File: src/rtl/core/ramped_setpoint_pi_position_drive_core_assert.svh
// Assertion macros shared by the position drive core RTL.
`ifndef RAMPED_SETPOINT_PI_POSITION_DRIVE_CORE_ASSERT_SVH
`define RAMPED_SETPOINT_PI_POSITION_DRIVE_CORE_ASSERT_SVH

// Same-cycle implication, disabled during reset.
`define RSPD_ASSERT_IMPL(lbl, ante, cons, msg) \
    lbl: assert property (@(posedge i_clk) disable iff (!i_rst_n) (ante) |-> (cons)) \
        else $error(msg);

// Next-cycle implication, disabled during reset.
`define RSPD_ASSERT_NEXT(lbl, ante, cons, msg) \
    lbl: assert property (@(posedge i_clk) disable iff (!i_rst_n) (ante) |=> (cons)) \
        else $error(msg);

`endif

File: src/rtl/core/rspd_pkg.sv
// Shared types and constants for the ramped setpoint PI position drive.
`timescale 1ns / 1ps
package rspd_pkg;

    localparam int ANGLE_WIDTH_DEF = 16;
    localparam int CFG_IDX_W       = 3;
    localparam int CFG_MIN_W       = 24;
    localparam int DRIVE_W         = 8;
    localparam int DRIVE_LIMIT     = 100;
    localparam int COUNT_W         = 8;

    localparam logic [COUNT_W-1:0] COUNT_MAX = 8'hFF;

    localparam logic               DIRECTION_RST = 1'b1;
    localparam logic [15:0]        PROP_GAIN_RST = 16'd7578;

    localparam logic [CFG_IDX_W-1:0] CFG_DIRECTION     = 3'd0;
    localparam logic [CFG_IDX_W-1:0] CFG_TARGET_ANGLE  = 3'd1;
    localparam logic [CFG_IDX_W-1:0] CFG_STEP_INTERVAL = 3'd2;
    localparam logic [CFG_IDX_W-1:0] CFG_STEP_SIZE     = 3'd3;
    localparam logic [CFG_IDX_W-1:0] CFG_PROP_GAIN     = 3'd4;
    localparam logic [CFG_IDX_W-1:0] CFG_INTEG_GAIN    = 3'd5;

    typedef struct packed {
        logic                direction;
        logic [COUNT_W-1:0]  step_interval;
        logic [7:0]          step_size;
        logic [15:0]         prop_gain;
        logic [23:0]         integ_gain;
    } t_cfg;

endpackage

File: src/rtl/core/rspd_ramp.sv
// Setpoint ramp, tick counter, held error and saturating integral.
`timescale 1ns / 1ps
`include "ramped_setpoint_pi_position_drive_core_assert.svh"
module rspd_ramp #(
    parameter int ANGLE_WIDTH = rspd_pkg::ANGLE_WIDTH_DEF,
    parameter int SP_W        = ANGLE_WIDTH + 1
) (
    input  logic                           i_clk,
    input  logic                           i_rst_n,
    input  logic                           i_adv,
    input  logic                           i_in_valid,
    input  logic signed [ANGLE_WIDTH-1:0]  i_measured_angle,
    input  logic                           i_restart,
    input  rspd_pkg::t_cfg                 i_cfg,
    input  logic signed [ANGLE_WIDTH-1:0]  i_target_angle,
    output logic                           o_valid,
    output logic signed [SP_W:0]           o_held_error,
    output logic signed [31:0]             o_error_sum,
    output logic signed [SP_W-1:0]         o_setpoint
);
    import rspd_pkg::*;

    localparam int ERR_W  = SP_W + 1;
    localparam int SUMX_W = ((ERR_W > 32) ? ERR_W : 32) + 1;

    logic                      r_valid;
    logic signed [SP_W-1:0]    r_setpoint;
    logic [COUNT_W-1:0]        r_tick_count;
    logic signed [ERR_W-1:0]   r_held_error;
    logic signed [31:0]        r_error_sum;

    logic signed [SP_W-1:0]    n_setpoint;
    logic [COUNT_W-1:0]        n_tick_count;
    logic signed [ERR_W-1:0]   n_held_error;
    logic signed [31:0]        n_error_sum;

    logic                      w_acc;
    logic signed [SP_W-1:0]    w_meas_x;
    logic signed [SP_W-1:0]    w_tgt_x;
    logic signed [SP_W-1:0]    w_step_x;
    logic signed [SP_W-1:0]    w_sp0;
    logic [COUNT_W-1:0]        w_tick1;
    logic                      w_active;
    logic                      w_step_due;
    logic signed [SUMX_W-1:0]  w_sum_x;

    assign w_acc    = i_in_valid & i_adv;
    assign w_meas_x = SP_W'(i_measured_angle);
    assign w_tgt_x  = SP_W'(i_target_angle);
    assign w_step_x = signed'({{(SP_W-8){1'b0}}, i_cfg.step_size});
    assign w_sp0    = i_restart ? w_meas_x : r_setpoint;
    assign w_tick1  = (r_tick_count == COUNT_MAX) ? r_tick_count
                                                  : r_tick_count + COUNT_W'(1);
    assign w_active = i_cfg.direction ? (w_sp0 >= w_tgt_x) : (w_sp0 <= w_tgt_x);
    assign w_step_due = w_tick1 >= i_cfg.step_interval;

    always_comb begin
        n_setpoint   = w_tgt_x;
        n_tick_count = w_tick1;
        n_held_error = r_held_error;
        if (w_active) begin
            n_held_error = ERR_W'(w_sp0) - ERR_W'(i_measured_angle);
            n_setpoint   = w_sp0;
            if (w_step_due) begin
                n_setpoint   = i_cfg.direction ? (w_sp0 - w_step_x) : (w_sp0 + w_step_x);
                n_tick_count = '0;
            end
        end
        w_sum_x = SUMX_W'(r_error_sum) + SUMX_W'(n_held_error);
        if ((w_sum_x[SUMX_W-1:31] == '0) || (w_sum_x[SUMX_W-1:31] == '1)) begin
            n_error_sum = w_sum_x[31:0];
        end else if (w_sum_x[SUMX_W-1]) begin
            n_error_sum = 32'sh8000_0000;
        end else begin
            n_error_sum = 32'sh7FFF_FFFF;
        end
    end

    always_ff @(posedge i_clk) begin
        if (!i_rst_n) begin
            r_valid      <= 1'b0;
            r_setpoint   <= '0;
            r_tick_count <= '0;
            r_held_error <= '0;
            r_error_sum  <= '0;
        end else begin
            if (i_adv) begin
                r_valid <= i_in_valid;
            end
            if (w_acc) begin
                r_setpoint   <= n_setpoint;
                r_tick_count <= n_tick_count;
                r_held_error <= n_held_error;
                r_error_sum  <= n_error_sum;
            end
        end
    end

    assign o_valid      = r_valid;
    assign o_held_error = r_held_error;
    assign o_error_sum  = r_error_sum;
    assign o_setpoint   = r_setpoint;

    `RSPD_ASSERT_NEXT(a_state_idle_hold, !w_acc, $stable(r_setpoint) && $stable(r_tick_count) && $stable(r_error_sum), "ramp state changed without a transfer")
    `RSPD_ASSERT_NEXT(a_stage_hold, r_valid && !i_adv, r_valid && $stable(r_held_error), "ramp stage lost its item while stalled")

endmodule

File: config.mk
export PLATFORM = sky130hd
export DESIGN_NAME = rspd_ramp
export DESIGN_NICKNAME = d
export VERILOG_FILES = /design/src/rtl/core/rspd_pkg.sv /design/src/rtl/core/rspd_ramp.sv
export VERILOG_INCLUDE_DIRS = /design/src /design/src/rtl/core
export SDC_FILE = /design/constraint.sdc
export NUM_CORES = 1
export LEC_CHECK = 0
export BUFFER_PORTS_ARGS = -buffer_cell sky130_fd_sc_hd__buf_4
export CAP_MARGIN = 20
export CORE_ASPECT_RATIO = 1.25
export CORE_MARGIN = 5
export CORE_UTILIZATION = 57
export DETAILED_ROUTE_END_ITERATION = 10
export PLACE_DENSITY = 0.9
export SETUP_SLACK_MARGIN = 0.5
export SLEW_MARGIN = 40
export SYNTH_ARGS = -nofsm -noshare
export SYNTH_HDL_FRONTEND = slang
export SYNTH_SLANG_ARGS = --single-unit
export TNS_END_PERCENT = 50
File: constraint.sdc
create_clock -name i_clk -period 7.8 [get_ports i_clk]
set_clock_uncertainty 0.15 [all_clocks]
set_input_delay 1.56 -clock i_clk [delete_from_list [all_inputs] [get_ports i_clk]]
set_output_delay 1.56 -clock i_clk [all_outputs]
set_load 0.01 [all_outputs]
# Yosys cells after proc, flatten, opt, wreduce, memory -nomap -nowiden
# Cells that the tools add are included.
# word_totals
reg_bits	76
in_bits	94
out_inout_bits	68
elab_cells	29
# op_classes
addsub	5
magnitude_cmp	3
n_eq_ne	2
mux	11
bitwise_logic	1
n_reduce_logical	2
# op_table
cell	count
17-bit 2-to-1 mux	4
32-bit 2-to-1 mux	2
32-bit by 18-bit adder with 33-bit output	1
8-bit 2-to-1 mux	3
18-bit 2-to-1 mux	1
17-bit by 16-bit subtractor with 18-bit output	1
17-bit by 9-bit adder with 17-bit output	1
17-bit by 16-bit greater-or-equal comparator with 1-bit output	1
17-bit by 16-bit <= comparator with 1-bit output	1
17-bit by 9-bit subtractor with 17-bit output	1
8-bit by 1-bit adder with 8-bit output, second input constant	1
8-bit == test, second input constant	1
8-bit greater-or-equal comparator	1
2-bit == test, second input constant	1
2-bit zero test	1
1-bit bitwise AND	1
1-bit logical OR	1
1-bit 2-to-1 mux	1

# Longest topological paths before layout
# logic_depth
ltp_word	8
depth_mapped	29
mapped_depth_nobuf	23

# Worst setup path after synthesis
# No wires, ideal clock.
# synth_path
path_kind	input to register
startpoint	input port i_restart
endpoint	register r_error_sum[18] (netlist: o_error_sum[18])
setup_time_ns	0.122
arrival_time_ns	6.998
required_ns	7.528
path_slack_ns	0.530
path_stages	28
n_path_buf	8
path_cell_list	clkbuf_1 clkbuf_1 mux2_2 ha_1 a21o_1 a21o_1 a21oi_1 o21a_1 o21ai_0 mux2i_1 clkbuf_1 and2_1 buf_2 buf_2 nand2_1 o21ai_0 ha_1 buf_2 a21o_1 or3_1 o211a_1 o2111a_1 o21a_1 or3_1 buf_6 buf_6 o21ai_2 a21oi_2
# synth_via
elab_chain_cells	8
elab_cells_between_ends	12
classes_between	add/sub: 2; order compare: 2; eq/ne: 1; mux: 5; reduce/logical: 2
# synth_rtl
item	line	source
start, declared	rspd_ramp.sv:13	input logic i_restart,
17-bit 2-to-1 mux (*)	rspd_ramp.sv:51	assign w_sp0 = i_restart ? w_meas_x : r_setpoint;
17-bit by 16-bit <= comparator with 1-bit output / 17-bit by 16-bit greater-or-equal comparator with 1-bit output (equally long branches)	rspd_ramp.sv:54	assign w_active = i_cfg.direction ? (w_sp0 >= w_tgt_x) : (w_sp0 <= w_tgt_x);
1-bit 2-to-1 mux	rspd_ramp.sv:54	
18-bit 2-to-1 mux (*)	rspd_ramp.sv:61	if (w_active) begin
named net n_held_error[14]	rspd_ramp.sv:34	logic signed [ERR_W-1:0] n_held_error;
32-bit by 18-bit adder with 33-bit output (*)	rspd_ramp.sv:69	w_sum_x = SUMX_W'(r_error_sum) + SUMX_W'(n_held_error);
2-bit == test / 2-bit zero test (equally long branches)	rspd_ramp.sv:70	if ((w_sum_x[SUMX_W-1:31] == '0) || (w_sum_x[SUMX_W-1:31] == '1)) begin
1-bit logical OR	rspd_ramp.sv:70	
32-bit 2-to-1 mux (*)	rspd_ramp.sv:70	
end signal, assigned	rspd_ramp.sv:94	r_error_sum <= n_error_sum;
end, declared	rspd_ramp.sv:30	logic signed [31:0] r_error_sum;
# The timed path passes the listed nets; every way through them passes the cells marked *.
# A chain may end at the register's enable or synchronous reset.

# Worst setup path in the final report
# layout_path
startpoint	input port i_restart
endpoint	register r_error_sum[28] (netlist: o_error_sum[28])
# Same word-level chain as after synthesis.

==> impl_metrics.yaml <==
routing:
  drt-vias-per-instance: 6.254
  antenna_left: 0
  num_vias: 8374
  first_pass_iters: 5
  post-route-drc-count: 0
  first_iter_violations: 627
  wl_per_cell_um: 17.74
  finalWirelength_mm: 23.75
finish:
  area.growth.synth_to_final_pct: 16.74
  drive_above_1_share_pct: 20.62
  antenna-diode-count: 0
  multi_input_area_mm2: 0.006167
  regArea_mm2: 0.001521
  nets: 1349
  fill_cells: 1167
clock_tree:
  numCtsBuffers: 9
  clk_latency_ns: 0.34
  clk_pin_slew_worst_paths_ns: 0.06
  cts.hold.buffers_added: 0
  cts_root_buf: "clkbuf_16"
  tritoncts: "yes"
  ctsHtreeMaxLevel: 3
  clock-sinks: 76
  cts.path.max_buffers: 2
min_path:
  min-delay-start: "o_held_error[16]"
  holdPathEnd: "o_held_error[16]"
  worstHoldPathType: "reg2reg"
  hold_path_depth: 2
grt:
  overflow: 0
  grt_pass1_vias: 7954
  grt_antenna_before_repair: 0
  grt.total_usage_pct: 27.58
  grt_pass1_wl_mm: 37.69
  grt_max_degree: 81
synth:
  ys.flop_type: "dfxtp_1"
  synth_edf_count: 0
  yosysWarnings: 0
  syn-num-nets: 1260
  synth_area_mm2: 0.008130
  synth.avg_cell_area_um2: 7.598
  ys_ff_latch: 76
  synth.distinct_cells: 68
  async_flop_share_pct: 0
  synth_cells: 1070
  synth_seq_area_share_pct: 18.71
critical_path:
  cp-end-kind: "flop"
  r2r-end: "o_error_sum[28]"
  startpoint_type: "input pin"
  crit_fanout: 18
  cp.arrival_ns: 7.08
  r2r_cells: 21
  required_ns: 7.83
  crit_type: "in2reg"
  rr_startpoint: "o_setpoint[6]"
  rrSetupSlack_ns: 1.91
status:
  outcome: "finished, final reports clean"
power_and_ir_drop:
  ir_worst_vdd_v: 0.0001552
  power.leakage_uw: 0.004430
  cellPowerDensity_mw_per_mm2: 224.5
die:
  core_mm2: 0.01393
  fp.dieW_um: 116.8
  start_util_pct: 58.35
  ios: 162
  rows: 48
  fp.dieH_um: 143.5
  dieArea_mm2: 0.01677
sta:
  finalHoldViolations: 0
  worst_slew_pin_slew_ns: 0.7944
  setup_viol: 0
  setup-tns-final_ns: 0
  period_share_pct: 90.36
  drv_slew: 0
  fin_crit_ns: 7.048
  fmax_ghz: 0.1419
  rsz0062_at_grt: "false"
  fin_ws_ns: 0.7519
  slew_headroom_pct: 47.04
placement:
  gp_congestion: 0.9683
  dp_worst_setup_slack_ns: 0.2305
  port_buffers: 121
  dp_hpwl_mm: 18.06
flow_run:
  maxCapViolations: 0
-- synthesized netlist by cell type, types with 5 or more instances --
cell type    n  area [µm²]
a21oi_1    111       555.5
o21ai_0    102       510.5
ha_1        93        1164
dfxtp_1     76        1521
nand2_1     74       277.8
inv_1       62       232.7
nor2_1      62       232.7
clkbuf_1    40       150.1
nand3_1     39       195.2
xnor2_1     37       324.1
a21o_1      32       240.2
a21oi_2     22       192.7
mux2_2      21       236.5
xor2_1      21       183.9
nor3_1      20       100.1
o21ai_2     20       175.2
o21a_1      19       142.6
nand2b_1    16       100.1
o211ai_1    14       105.1
nor2b_1     13       81.33
a31oi_1     12       75.07
and3_1      12       75.07
nand4_1     12       75.07
buf_2       11       55.05
mux2i_1     11       110.1
o31ai_1     11       82.58
o21ba_2      8       80.08
a211oi_1     6       45.04
and2_1       5       31.28
o21bai_1     5       37.54
-- registers in the layout, summed over array words and instances, names as in the netlist --
register / cells
o_error_sum: 32
r_tick_count: 8
o_valid: 1
o_held_error: 18
o_setpoint: 17
-- metal layers --
layer  global-route usage, %  up-vias  part of all wire (%)
met2                   47.89      300                    49
met5                       0        -                     0
met3                   3.159       56                   5.8
met4                   12.14        0                   3.6
li1                        -     4106                     -
met1                   34.00     3912                    42
-- cells in the final DEF, fill, tap and decap left out, drive strengths merged, types with 12 or more instances in the layout --
cell type and count:
o21ai 123, mux2 21, xnor2 37, a21oi 133, a31oi 12, nand4 12, nand2 74, xor2 21
nor2 62, o31ai 12, ha 93, o211ai 15, nor2b 13, buf 135, nand3 39, a21o 32
inv 62, dfxtp 76, nor3 20, nand2b 16, o21a 19, and3 12
-- cell families (layout without fill, tap and decap cells) --
group	after synthesis	in the layout	synth area share [%]
buffers and inverters	119	213	5.986
adders and majority gates	100	100	15.54
DFF	76	76	18.71
and+or+nand+nor	269	269	15.80
AOI/OAI and AO/OA	416	416	33.44
xor gates and xnor gates	58	58	6.248
muxes	32	32	4.263
-- cell type report --
cell class,instances,share of cell area [%]
sequential,76,16.03
clock inverter,6,0.9359
multi-input combinational,875,64.97
clock buffer,10,2.412
inverter,62,2.452
timing repair buffer,135,10.89
tap,175,2.307
-- worst max path at each step --
stage | end | slack [ns] | start
6_report | o_error_sum[28] | 0.75 | i_restart
5_1_grt | o_error_sum[25] | 0.56 | i_restart
4_1_cts | o_error_sum[25] | 0.56 | i_restart
3_5_place_dp | o_error_sum[25] | 0.23 | i_restart
3_3_place_gp | o_error_sum[25] | 0.35 | i_restart
2_1_floorplan | o_error_sum[18] | 0.53 | i_restart
-- where the power goes --
| group | internal [µW] | total [µW] | switching, µW |
|---|---|---|---|
| Sequential | 426 | 462 | 35.7 |
| Clock | 281 | 460 | 180 |
| Combinational | 492 | 1210 | 717 |
| Total | 1200 | 2130 | 932 |
-- critical path: stages --
cell	delay, ns
buf_6	0.19
mux2_2	0.42
ha_1	0.32
a21o_1	0.12
a21o_1	0.10
a21oi_1	0.07
o21a_1	0.16
o21ai_0	0.33
mux2i_2	0.39
nand2_1	0.21
buf_4	0.25
mux2_2	0.31
ha_1	0.35
a21oi_2	0.22
o211ai_2	0.15
or3_1	0.38
o211a_1	0.25
o2111a_1	0.31
o21a_1	0.20
nor3_1	0.44
maj3_1	0.27
a21oi_1	0.07
-- per-stage QoR --
step | cell area, µm² | total power [µW] | cells | util (%) | hold slack (ns)
3_5_place_dp | 9117 | 1646 | 1322 | 65.44 | 0.3187
6_report | 9492 | 2131 | 1339 | 68.12 | 0.3316
4_1_cts | 9435 | 2111 | 1338 | 67.72 | 0.3271
2_1_floorplan | 8130 | 1374 | 1070 | - | 0.3069
5_1_grt | 9492 | 2274 | 1339 | 68.12 | 0.3717
3_3_place_gp | 9117 | 1609 | 1322 | 65.44 | 0.3134
-- timing repair --
action / CTS / global route
endpoints found under the setup margin: 0 / 32
resized for setup: 0 / 12
buffers inserted: 0 / 1
Note: power is estimated with default switching activity, not from simulation.
