<file path="src/rtl/core/ramped_setpoint_pi_position_drive_core_assert.svh">
// Assertion macros shared by the position drive core RTL.
`ifndef RAMPED_SETPOINT_PI_POSITION_DRIVE_CORE_ASSERT_SVH
`define RAMPED_SETPOINT_PI_POSITION_DRIVE_CORE_ASSERT_SVH

// Same-cycle implication, disabled during reset.
`define RSPD_ASSERT_IMPL(lbl, ante, cons, msg) \
    lbl: assert property (@(posedge i_clk) disable iff (!i_rst_n) (ante) |-> (cons)) \
        else $error(msg);

// Next-cycle implication, disabled during reset.
`define RSPD_ASSERT_NEXT(lbl, ante, cons, msg) \
    lbl: assert property (@(posedge i_clk) disable iff (!i_rst_n) (ante) |=> (cons)) \
        else $error(msg);

`endif

</file>
<file path="src/rtl/core/rspd_pkg.sv">
// Shared types and constants for the ramped setpoint PI position drive.
`timescale 1ns / 1ps
package rspd_pkg;

    localparam int ANGLE_WIDTH_DEF = 16;
    localparam int CFG_IDX_W       = 3;
    localparam int CFG_MIN_W       = 24;
    localparam int DRIVE_W         = 8;
    localparam int DRIVE_LIMIT     = 100;
    localparam int COUNT_W         = 8;

    localparam logic [COUNT_W-1:0] COUNT_MAX = 8'hFF;

    localparam logic               DIRECTION_RST = 1'b1;
    localparam logic [15:0]        PROP_GAIN_RST = 16'd7578;

    localparam logic [CFG_IDX_W-1:0] CFG_DIRECTION     = 3'd0;
    localparam logic [CFG_IDX_W-1:0] CFG_TARGET_ANGLE  = 3'd1;
    localparam logic [CFG_IDX_W-1:0] CFG_STEP_INTERVAL = 3'd2;
    localparam logic [CFG_IDX_W-1:0] CFG_STEP_SIZE     = 3'd3;
    localparam logic [CFG_IDX_W-1:0] CFG_PROP_GAIN     = 3'd4;
    localparam logic [CFG_IDX_W-1:0] CFG_INTEG_GAIN    = 3'd5;

    typedef struct packed {
        logic                direction;
        logic [COUNT_W-1:0]  step_interval;
        logic [7:0]          step_size;
        logic [15:0]         prop_gain;
        logic [23:0]         integ_gain;
    } t_cfg;

endpackage

</file>
<file path="src/rtl/core/rspd_cfg.sv">
// Configuration register file of the position drive.
`timescale 1ns / 1ps
module rspd_cfg #(
    parameter int ANGLE_WIDTH = rspd_pkg::ANGLE_WIDTH_DEF
) (
    input  logic                                   i_clk,
    input  logic                                   i_rst_n,
    input  logic                                   i_cfg_valid,
    input  logic [rspd_pkg::CFG_IDX_W-1:0]         i_cfg_index,
    input  logic [((ANGLE_WIDTH > rspd_pkg::CFG_MIN_W) ?
                   ANGLE_WIDTH : rspd_pkg::CFG_MIN_W)-1:0] i_cfg_data,
    output rspd_pkg::t_cfg                         o_cfg,
    output logic signed [ANGLE_WIDTH-1:0]          o_target_angle
);
    import rspd_pkg::*;

    t_cfg                          r_cfg;
    logic signed [ANGLE_WIDTH-1:0] r_target_angle;

    always_ff @(posedge i_clk) begin
        if (!i_rst_n) begin
            r_cfg.direction     <= DIRECTION_RST;
            r_cfg.step_interval <= '0;
            r_cfg.step_size     <= '0;
            r_cfg.prop_gain     <= PROP_GAIN_RST;
            r_cfg.integ_gain    <= '0;
            r_target_angle      <= '0;
        end else if (i_cfg_valid) begin
            unique case (i_cfg_index)
                CFG_DIRECTION:     r_cfg.direction     <= i_cfg_data[0];
                CFG_TARGET_ANGLE:  r_target_angle      <= i_cfg_data[ANGLE_WIDTH-1:0];
                CFG_STEP_INTERVAL: r_cfg.step_interval <= i_cfg_data[COUNT_W-1:0];
                CFG_STEP_SIZE:     r_cfg.step_size     <= i_cfg_data[7:0];
                CFG_PROP_GAIN:     r_cfg.prop_gain     <= i_cfg_data[15:0];
                CFG_INTEG_GAIN:    r_cfg.integ_gain    <= i_cfg_data[23:0];
                default: ;
            endcase
        end
    end

    assign o_cfg          = r_cfg;
    assign o_target_angle = r_target_angle;

endmodule

</file>
<file path="config.mk">
export PLATFORM = sky130hd
export DESIGN_NAME = rspd_cfg
export DESIGN_NICKNAME = d
export VERILOG_FILES = /design/src/rtl/core/ramped_setpoint_pi_position_drive_core_assert.svh /design/src/rtl/core/rspd_pkg.sv /design/src/rtl/core/rspd_cfg.sv
export SDC_FILE = /design/constraint.sdc
export NUM_CORES = 1
export LEC_CHECK = 0
export ABC_AREA = 1
export BUFFER_PORTS_ARGS = -buffer_cell sky130_fd_sc_hd__buf_2
export CAP_MARGIN = 30
export CORE_MARGIN = 5
export CORE_UTILIZATION = 45
export CTS_BUF_LIST = sky130_fd_sc_hd__clkbuf_16
export DETAILED_ROUTE_END_ITERATION = 7
export HOLD_SLACK_MARGIN = 0.05
export PLACE_DENSITY = 0.76
export SYNTH_ARGS = -nofsm -noshare
export SYNTH_HDL_FRONTEND = slang
export SYNTH_SLANG_ARGS = --single-unit
</file>
<file path="constraint.sdc">
create_clock -name i_clk -period 0.8 [get_ports i_clk]
set_input_delay 0.08 -clock i_clk [delete_from_list [all_inputs] [get_ports i_clk]]
set_output_delay 0.08 -clock i_clk [all_outputs]
set_load 0.02 [all_outputs]
</file>
# Word-level counts from Yosys, hierarchy flattened
# Index checks and enable logic that the tools add are counted.
[word_totals]
reg_bits = 73
inputBits = 30
output_inout_bits = 73
elab_cells = 18
[op_classes]
eq_ne = 5
n_reduce_logical = 7
[ops]
columns = ["op", "n"]
rows = [
  ["2-bit AND reduction", 6],
  ["3-bit by 2-bit equality test with 1-bit output (second input constant)", 2],
  ["3-bit equality test (second input constant)", 2],
  ["3-bit by 1-bit equality test with 1-bit output (second input constant)", 1],
  ["3-bit zero test", 1],
]

# Depth between registers and ports, before layout
# Gate-level depths: netlist (run 1).
[logic_depth]
word_depth = 2
depth_mapped = 6
depth_no_buf = 5

# Worst setup path after synthesis (run 1)
# No wires, ideal clock.
[synth_timing]
kind = "input port to flip-flop"
from = "input port i_cfg_index[2] (netlist bit)"
to = "register r_cfg, in the netlist o_cfg[1]"
setup_ns = 0.113
arrival_time_ns = 0.688
required_ns = 0.687
slack_ns = -0.001
stages = 6
path_buffers = 1
cell_sequence = "nand2_1 inv_1 buf_4 nand3_1 nand2_1 nor2_1"
[synth_between]
elab_chain_cells = 2
[synth_lines]
columns = ["item", "line", "rtl"]
rows = [
  ["start: declaration", "rspd_cfg.sv:9", "input logic [rspd_pkg::CFG_IDX_W-1:0] i_cfg_index,"],
  ["3-bit equality test", "rspd_cfg.sv:29", "unique case (i_cfg_index)"],
  ["2-bit AND reduction (no source line)", "-", ""],
  ["end: declaration", "rspd_cfg.sv:17", "t_cfg r_cfg;"],
]
# No other way between the ends.
# A chain may end at the register's enable or synchronous reset.

# Final worst setup path (run 1)
[layout_timing]
from = "register r_cfg, in the netlist o_cfg[53]"
to = "output port o_cfg[53] (netlist bit)"
[layout_rtl]
columns = ["item", "line", "rtl"]
rows = [
  ["end: declaration", "rspd_cfg.sv:12", "output rspd_pkg::t_cfg o_cfg,"],
]
# No word-level cell between the ends.

==> results of run 1 <==
-- placed cells by master (no fill, tap or decap) --
| master | instances |
|---|---|
| inv_1 | 28 |
| bufinv_16 | 4 |
| nand2_1 | 87 |
| nor2_4 | 3 |
| buf_2 | 28 |
| clkinv_1 | 2 |
| nand3_1 | 74 |
| buf_4 | 13 |
| o21ai_0 | 1 |
| buf_12 | 8 |
| dlygate4sd3_1 | 9 |
| buf_6 | 73 |
| nor2_1 | 129 |
| clkinv_2 | 1 |
| nor2_2 | 5 |
| dfxtp_2 | 73 |
| inv_2 | 2 |
| clkbuf_16 | 9 |
-- sequential cells by signal (all words and copies together), names as in the netlist --
| signal | count |
|---|---|
| o_cfg | 57 |
| o_target_angle | 16 |
-- stage by stage --
stage / hold WS [ps] / area (sq um) / TNS [ps] / instances
after CTS: 68.3 / 4670 / -4300 / 626
after detailed placement: 302 / 3660 / -13760 / 599
after floorplan: 193 / 2940 / 0 / 424
after global placement: 299 / 3660 / -11130 / 599
after global routing: 104 / 4680 / -5960 / 626
final: 76.0 / 4680 / -3930 / 626
-- what timing repair did --
action / CTS / global route
endpoints found under the hold margin: 9 / 0
hold buffers: 9 / 0
resized for setup: 219 / 2
setup buffers: 2 / 1
setup endpoints to repair: 73 / 84
-- kinds of logic after synthesis --
kind of cell    Yosys count  share of synthesized area, %
simple gates            298                          42.2
compound gates            1                         0.170
buf+inv                  52                          7.99
flops                    73                          49.7
-- power by group through the flow --
stage	Clock (mW)	Sequential (mW)	Combinational [mW]
global route	5.05	3.90	1.38
floorplan	0	4.06	0.479
detailed placement	0	3.91	1.05
CTS	4.82	3.88	1.25
finish	4.78	3.89	1.26
global placement	0	3.90	1.04
-- worst paths after layout --
| path | from | end | slack [ps] |
|---|---|---|---|
| min | i_cfg_data[17] | o_cfg[17] | 80 |
| max reg2reg | o_target_angle[14] | o_target_angle[14] | 100 |
| min reg2reg | o_cfg[25] | o_cfg[25] | 480 |
| max | o_cfg[53] | o_cfg[53] | -80 |
-- metal layers --
metal | wire (um) | vias to the layer above
met5 | 0 | -
met4 | 227 | 0
met3 | 667 | 18
met2 | 4630 | 110
met1 | 3510 | 1419
li1 | - | 1549
-- area by class of cell --
type,instances,area share (%)
tap,77,2.06
timing repair buffer,131,28.0
sequential,73,33.2
inverter,30,2.41
clock inverter,7,2.83
multi-input combinational,299,26.7
clock buffer,9,4.81
==> flow_summary.json, run 1 <==
{
  "wirelength_um": 9040,
  "clock_path_buffers": 2,
  "netlist_area_sq_mm": 0.00294,
  "fillerInstances": 454,
  "cp.depth": 1,
  "synth-edff-count": 0,
  "ys_warn_count": 0,
  "pre_cts_ws_ps": -292,
  "synth_area_leader_cell": "dfxtp_1",
  "fmax_mhz": 1140,
  "yosysTopAreaCellShare_pct": 49.7,
  "cts_tree": "done",
  "finalMaxSlewViolations": 0,
  "critPathMaxStageDelay_ps": 340,
  "diodes": 0,
  "multi_input_area_sq_mm": 0.00125,
  "seq_area_frac_synth_pct": 49.7,
  "io_pins": 103,
  "core_area_sq_mm": 0.00635,
  "cp_num_buf_inv": 1,
  "layout.nets": 574,
  "yosysMostFrequentCell": "nor2_1",
  "critPathTopFamily": "flip-flops",
  "ys_top_cells_by_area": "dfxtp_1, nor2_1, nand3_1",
  "whs_path_depth": 5,
  "grt_usage_pct": 22.4,
  "p_comb_share_pct": 12.7,
  "grt_util_met3_pct": 6.92,
  "use_met2_pct": 38.0,
  "slew_headroom_pct": 77.4,
  "violations": "negative setup slack",
  "rows": 29,
  "powerDensity_mw_per_mm2": 2120,
  "drv_cap": 0,
  "setup_viol": 73,
  "synth_commonest_cells": "nor2_1, nand2_1, nand3_1, dfxtp_1, inv_1",
  "start_util_pct": 46.3,
  "startpoint_type": "flop",
  "die_area_sq_mm": 0.00826,
  "swShare_pct": 22.6,
  "via_per_inst": 4.95,
  "regArea_sq_mm": 0.00155,
  "drive_above_1_share_pct": 39.9,
  "num_vias": 3096,
  "avgSynthCellArea_sq_um": 6.94,
  "grt_overflow": 0,
  "syn_nets": 454,
  "min_path_type": "in2reg",
  "critPathMaxFanout": 2,
  "drcViolationCount": 0,
  "critPathArrivalTime_ps": 800,
  "rsz0062_at_grt": "true",
  "avgRoutedWirePerCell_um": 14.4,
  "antenna_left": 0,
  "port_buffers": 102,
  "finalWeightedCongestion": 0.887,
  "antenna_found_initial": 0,
  "synth-seq-cells": 73,
  "top_usage_layer": "met2",
  "leakage_nw": 2.22,
  "pwr-share-seq_pct": 39.1,
  "switching_power_mw": 2.24,
  "worst_pin_slew_ps": 338,
  "clkPwrFrac_pct": 48.2,
  "synthArstFlopShare_pct": 0,
  "finalHoldViolCount": 0,
  "clkSinkCount": 73,
  "grt_start_max_net_pins": 40,
  "criticalPathCategory": "reg2out",
  "clock_latency_ps": 320,
  "skew_ps": 0,
  "die_y_um": 90.9,
  "met1_usage_pct": 26.7,
  "dp_hpwl_um": 5880,
  "area_growth_pct": 59.1,
  "die_w_um": 90.9,
  "p_int_mw": 7.69,
  "drt_iter0_drc": 131,
  "end_kind": "output pin",
  "r2r_cells": 3,
  "first_global_vias": 3064,
  "fin_crit_sh_pct": 109,
  "cpMaxStageDelayCell": "dfxtp_2",
  "report.power.total_mw": 9.93,
  "ys_types": 14,
  "cts-root-buf": "clkbuf_16",
  "synthFlopType": "dfxtp_1",
  "period_needed_ps": 875,
  "clk_pin_slew_worst_paths_ps": 60,
  "synthCells": 424,
  "outcome": "finished with violations",
  "fin_util_pct": 73.7,
  "crit_required_ps": 720,
  "htreeDepth": 3,
  "numCtsBuffers": 9,
  "setup_ws_ps": -75.2,
  "first_pass_iters": 4,
  "grt_pass1_wl_um": 14900,
  "path_cells": "buf_6",
  "max-vdd-ir-drop_mv": 1.42
}
No activity file was read; power rests on OpenSTA's default activity.
==> run 2, diff against run 1 <==
Settings changed: CORE_UTILIZATION 45 to 53, CTS_BUF_LIST sky130_fd_sc_hd__clkbuf_16 to sky130_fd_sc_hd__clkbuf_8 sky130_fd_sc_hd__clkbuf_16, PLACE_DENSITY 0.76 to 0.84.
Clock period 0.8 ns to 1.09 ns, I/O delays scaled along.
==> run 2 against run 1 <==
  * The flow now finishes without violations
  * Via count shrank 4.4%
  * Core utilization shrank 2.7 points
  * Clock-buffer cell count grew 2
  * Critical endpoint is now o_cfg[43]
  * Sequential cell count is the same
  * Global-route usage grew 0.51 points
  * Setup slack gained 180 ps
  * Register-to-register slack gained 370 ps
  * Total power shrank 40%
  * Hold slack gained 4.7 ps
==> flow_summary.json, run 2 (synthesis results as in run 1) <==
{
  "wirelength_um": 8030,
  "post_cts_buffers": 0,
  "slew_headroom_pct": 64.1,
  "largest_register_ffs": 57,
  "port_buffers": 102,
  "first_global_vias": 2793,
  "skew_ps": 0,
  "dp_hpwl_um": 5530,
  "critPathMaxFanout": 2,
  "cts_hold_buf": 9,
  "antenna_left": 0,
  "critPathArrivalTime_ps": 880,
  "area_growth_pct": 31.2,
  "cts_resized": 0,
  "leakage_nw": 1.98,
  "finalWeightedCongestion": 0.820,
  "critPathMaxStageDelay_ps": 360,
  "grt_usage_pct": 22.9,
  "cp_num_buf_inv": 1,
  "regArea_sq_mm": 0.00146,
  "multi_input_area_sq_mm": 0.00125,
  "drv_cap": 0,
  "end_kind": "output pin",
  "fin_crit_sh_pct": 90.3,
  "fillerInstances": 424,
  "max-vdd-ir-drop_mv": 1.17,
  "layout.nets": 562,
  "drt_iter0_drc": 183,
  "first_pass_iters": 4,
  "setup_tns_ps": 0,
  "crit_required_ps": 980,
  "numCtsBuffers": 9,
  "clock_path_buffers": 2,
  "die_y_um": 84.5,
  "die_w_um": 84.5,
  "final_cell_mix": "nor2_1, buf_2, nand2_1",
  "criticalPathCategory": "reg2out",
  "drcViolationCount": 0,
  "diodes": 0,
  "outcome": "complete, no violations",
  "finalHoldViolCount": 0,
  "cpMaxStageDelayCell": "dfxtp_1",
  "via_per_inst": 4.86,
  "clk_pin_slew_worst_paths_ps": 80,
  "cts-root-buf": "clkbuf_8",
  "avgRoutedWirePerCell_um": 13.2,
  "fmax_mhz": 1020,
  "startpoint_type": "flop",
  "drive_above_1_share_pct": 24.8,
  "clkSinkCount": 73,
  "start_util_pct": 54.1,
  "antenna_found_initial": 0,
  "layout_commonest_cell": "nor2_1",
  "min_path_type": "in2reg",
  "grt_pass1_wl_um": 13200,
  "period_needed_ps": 985,
  "fin_util_pct": 71.0,
  "core_area_sq_mm": 0.00544,
  "critPathTopFamily": "flip-flops",
  "clock_latency_ps": 340,
  "path_cells": "buf_2",
  "rsz0062_at_grt": "false",
  "powerDensity_mw_per_mm2": 1540,
  "worst_pin_slew_ps": 537,
  "io_pins": 103,
  "die_area_sq_mm": 0.00714,
  "setup_viol": 0,
  "cts_tree": "done",
  "grt_start_max_net_pins": 74,
  "num_vias": 2960,
  "htreeDepth": 3,
  "grt_overflow": 0,
  "finalMaxSlewViolations": 0,
  "rows": 27
}
run 2: cell types whose count changed in the layout (fill, tap and decap cells not counted), sizes merged:
cell,delta
clkinvlp,+1
buf,-12
clkinv,-1
clkbuf,+2
bufinv,-2
run 2: final timing paths:
check / startpoint / endpoint / slack, ps / cells after the start
setup / recovery: o_cfg[43] / o_cfg[43] / 110 / 1
setup reg to reg: o_cfg[56] / o_cfg[56] / 470 / 2
hold / removal: i_cfg_data[19] / o_cfg[19] / 80 / 5
hold reg to reg: o_cfg[32] / o_cfg[32] / 470 / 2
run 2: final cells by class:
class / count / share of cell area [%]
clock buffers: 11 / 3.92
repair buffers: 119 / 18.7
well taps: 72 / 2.33
inverters: 30 / 2.92
clock inverters: 5 / 2.01
flip-flops and latches: 73 / 37.8
multi-input cells: 299 / 32.3
run 2: report_power, final:
part	internal [mW]	leakage, nW	switching [mW]
registers	2.76	0.594	0.0485
clock network	1.41	0.115	0.977
logic	0.273	1.27	0.486
run 2: routing by layer:
metal	GRT usage [%]	part of all wire [%]	up-vias	wire, um
met3	5.20	9.0	15	725
met2	37.4	49	111	3890
met5	0	0	-	0
met1	29.5	41	1310	3280
li1	-	-	1524	-
met4	8.78	1.5	0	122
run 2: per-stage QoR:
stage,instances,total power [mW],instance area [sq um],worst slack [ps],hold WS (ps)
final,609,5.95,3860,105,80.6
after global routing,609,6.19,3860,69.8,108
after CTS,609,5.98,3860,91.1,71.6
after detailed placement,584,3.60,3540,-46.6,331
after global placement,584,3.58,3540,32.1,324
after floorplan,424,3.33,2940,260,222
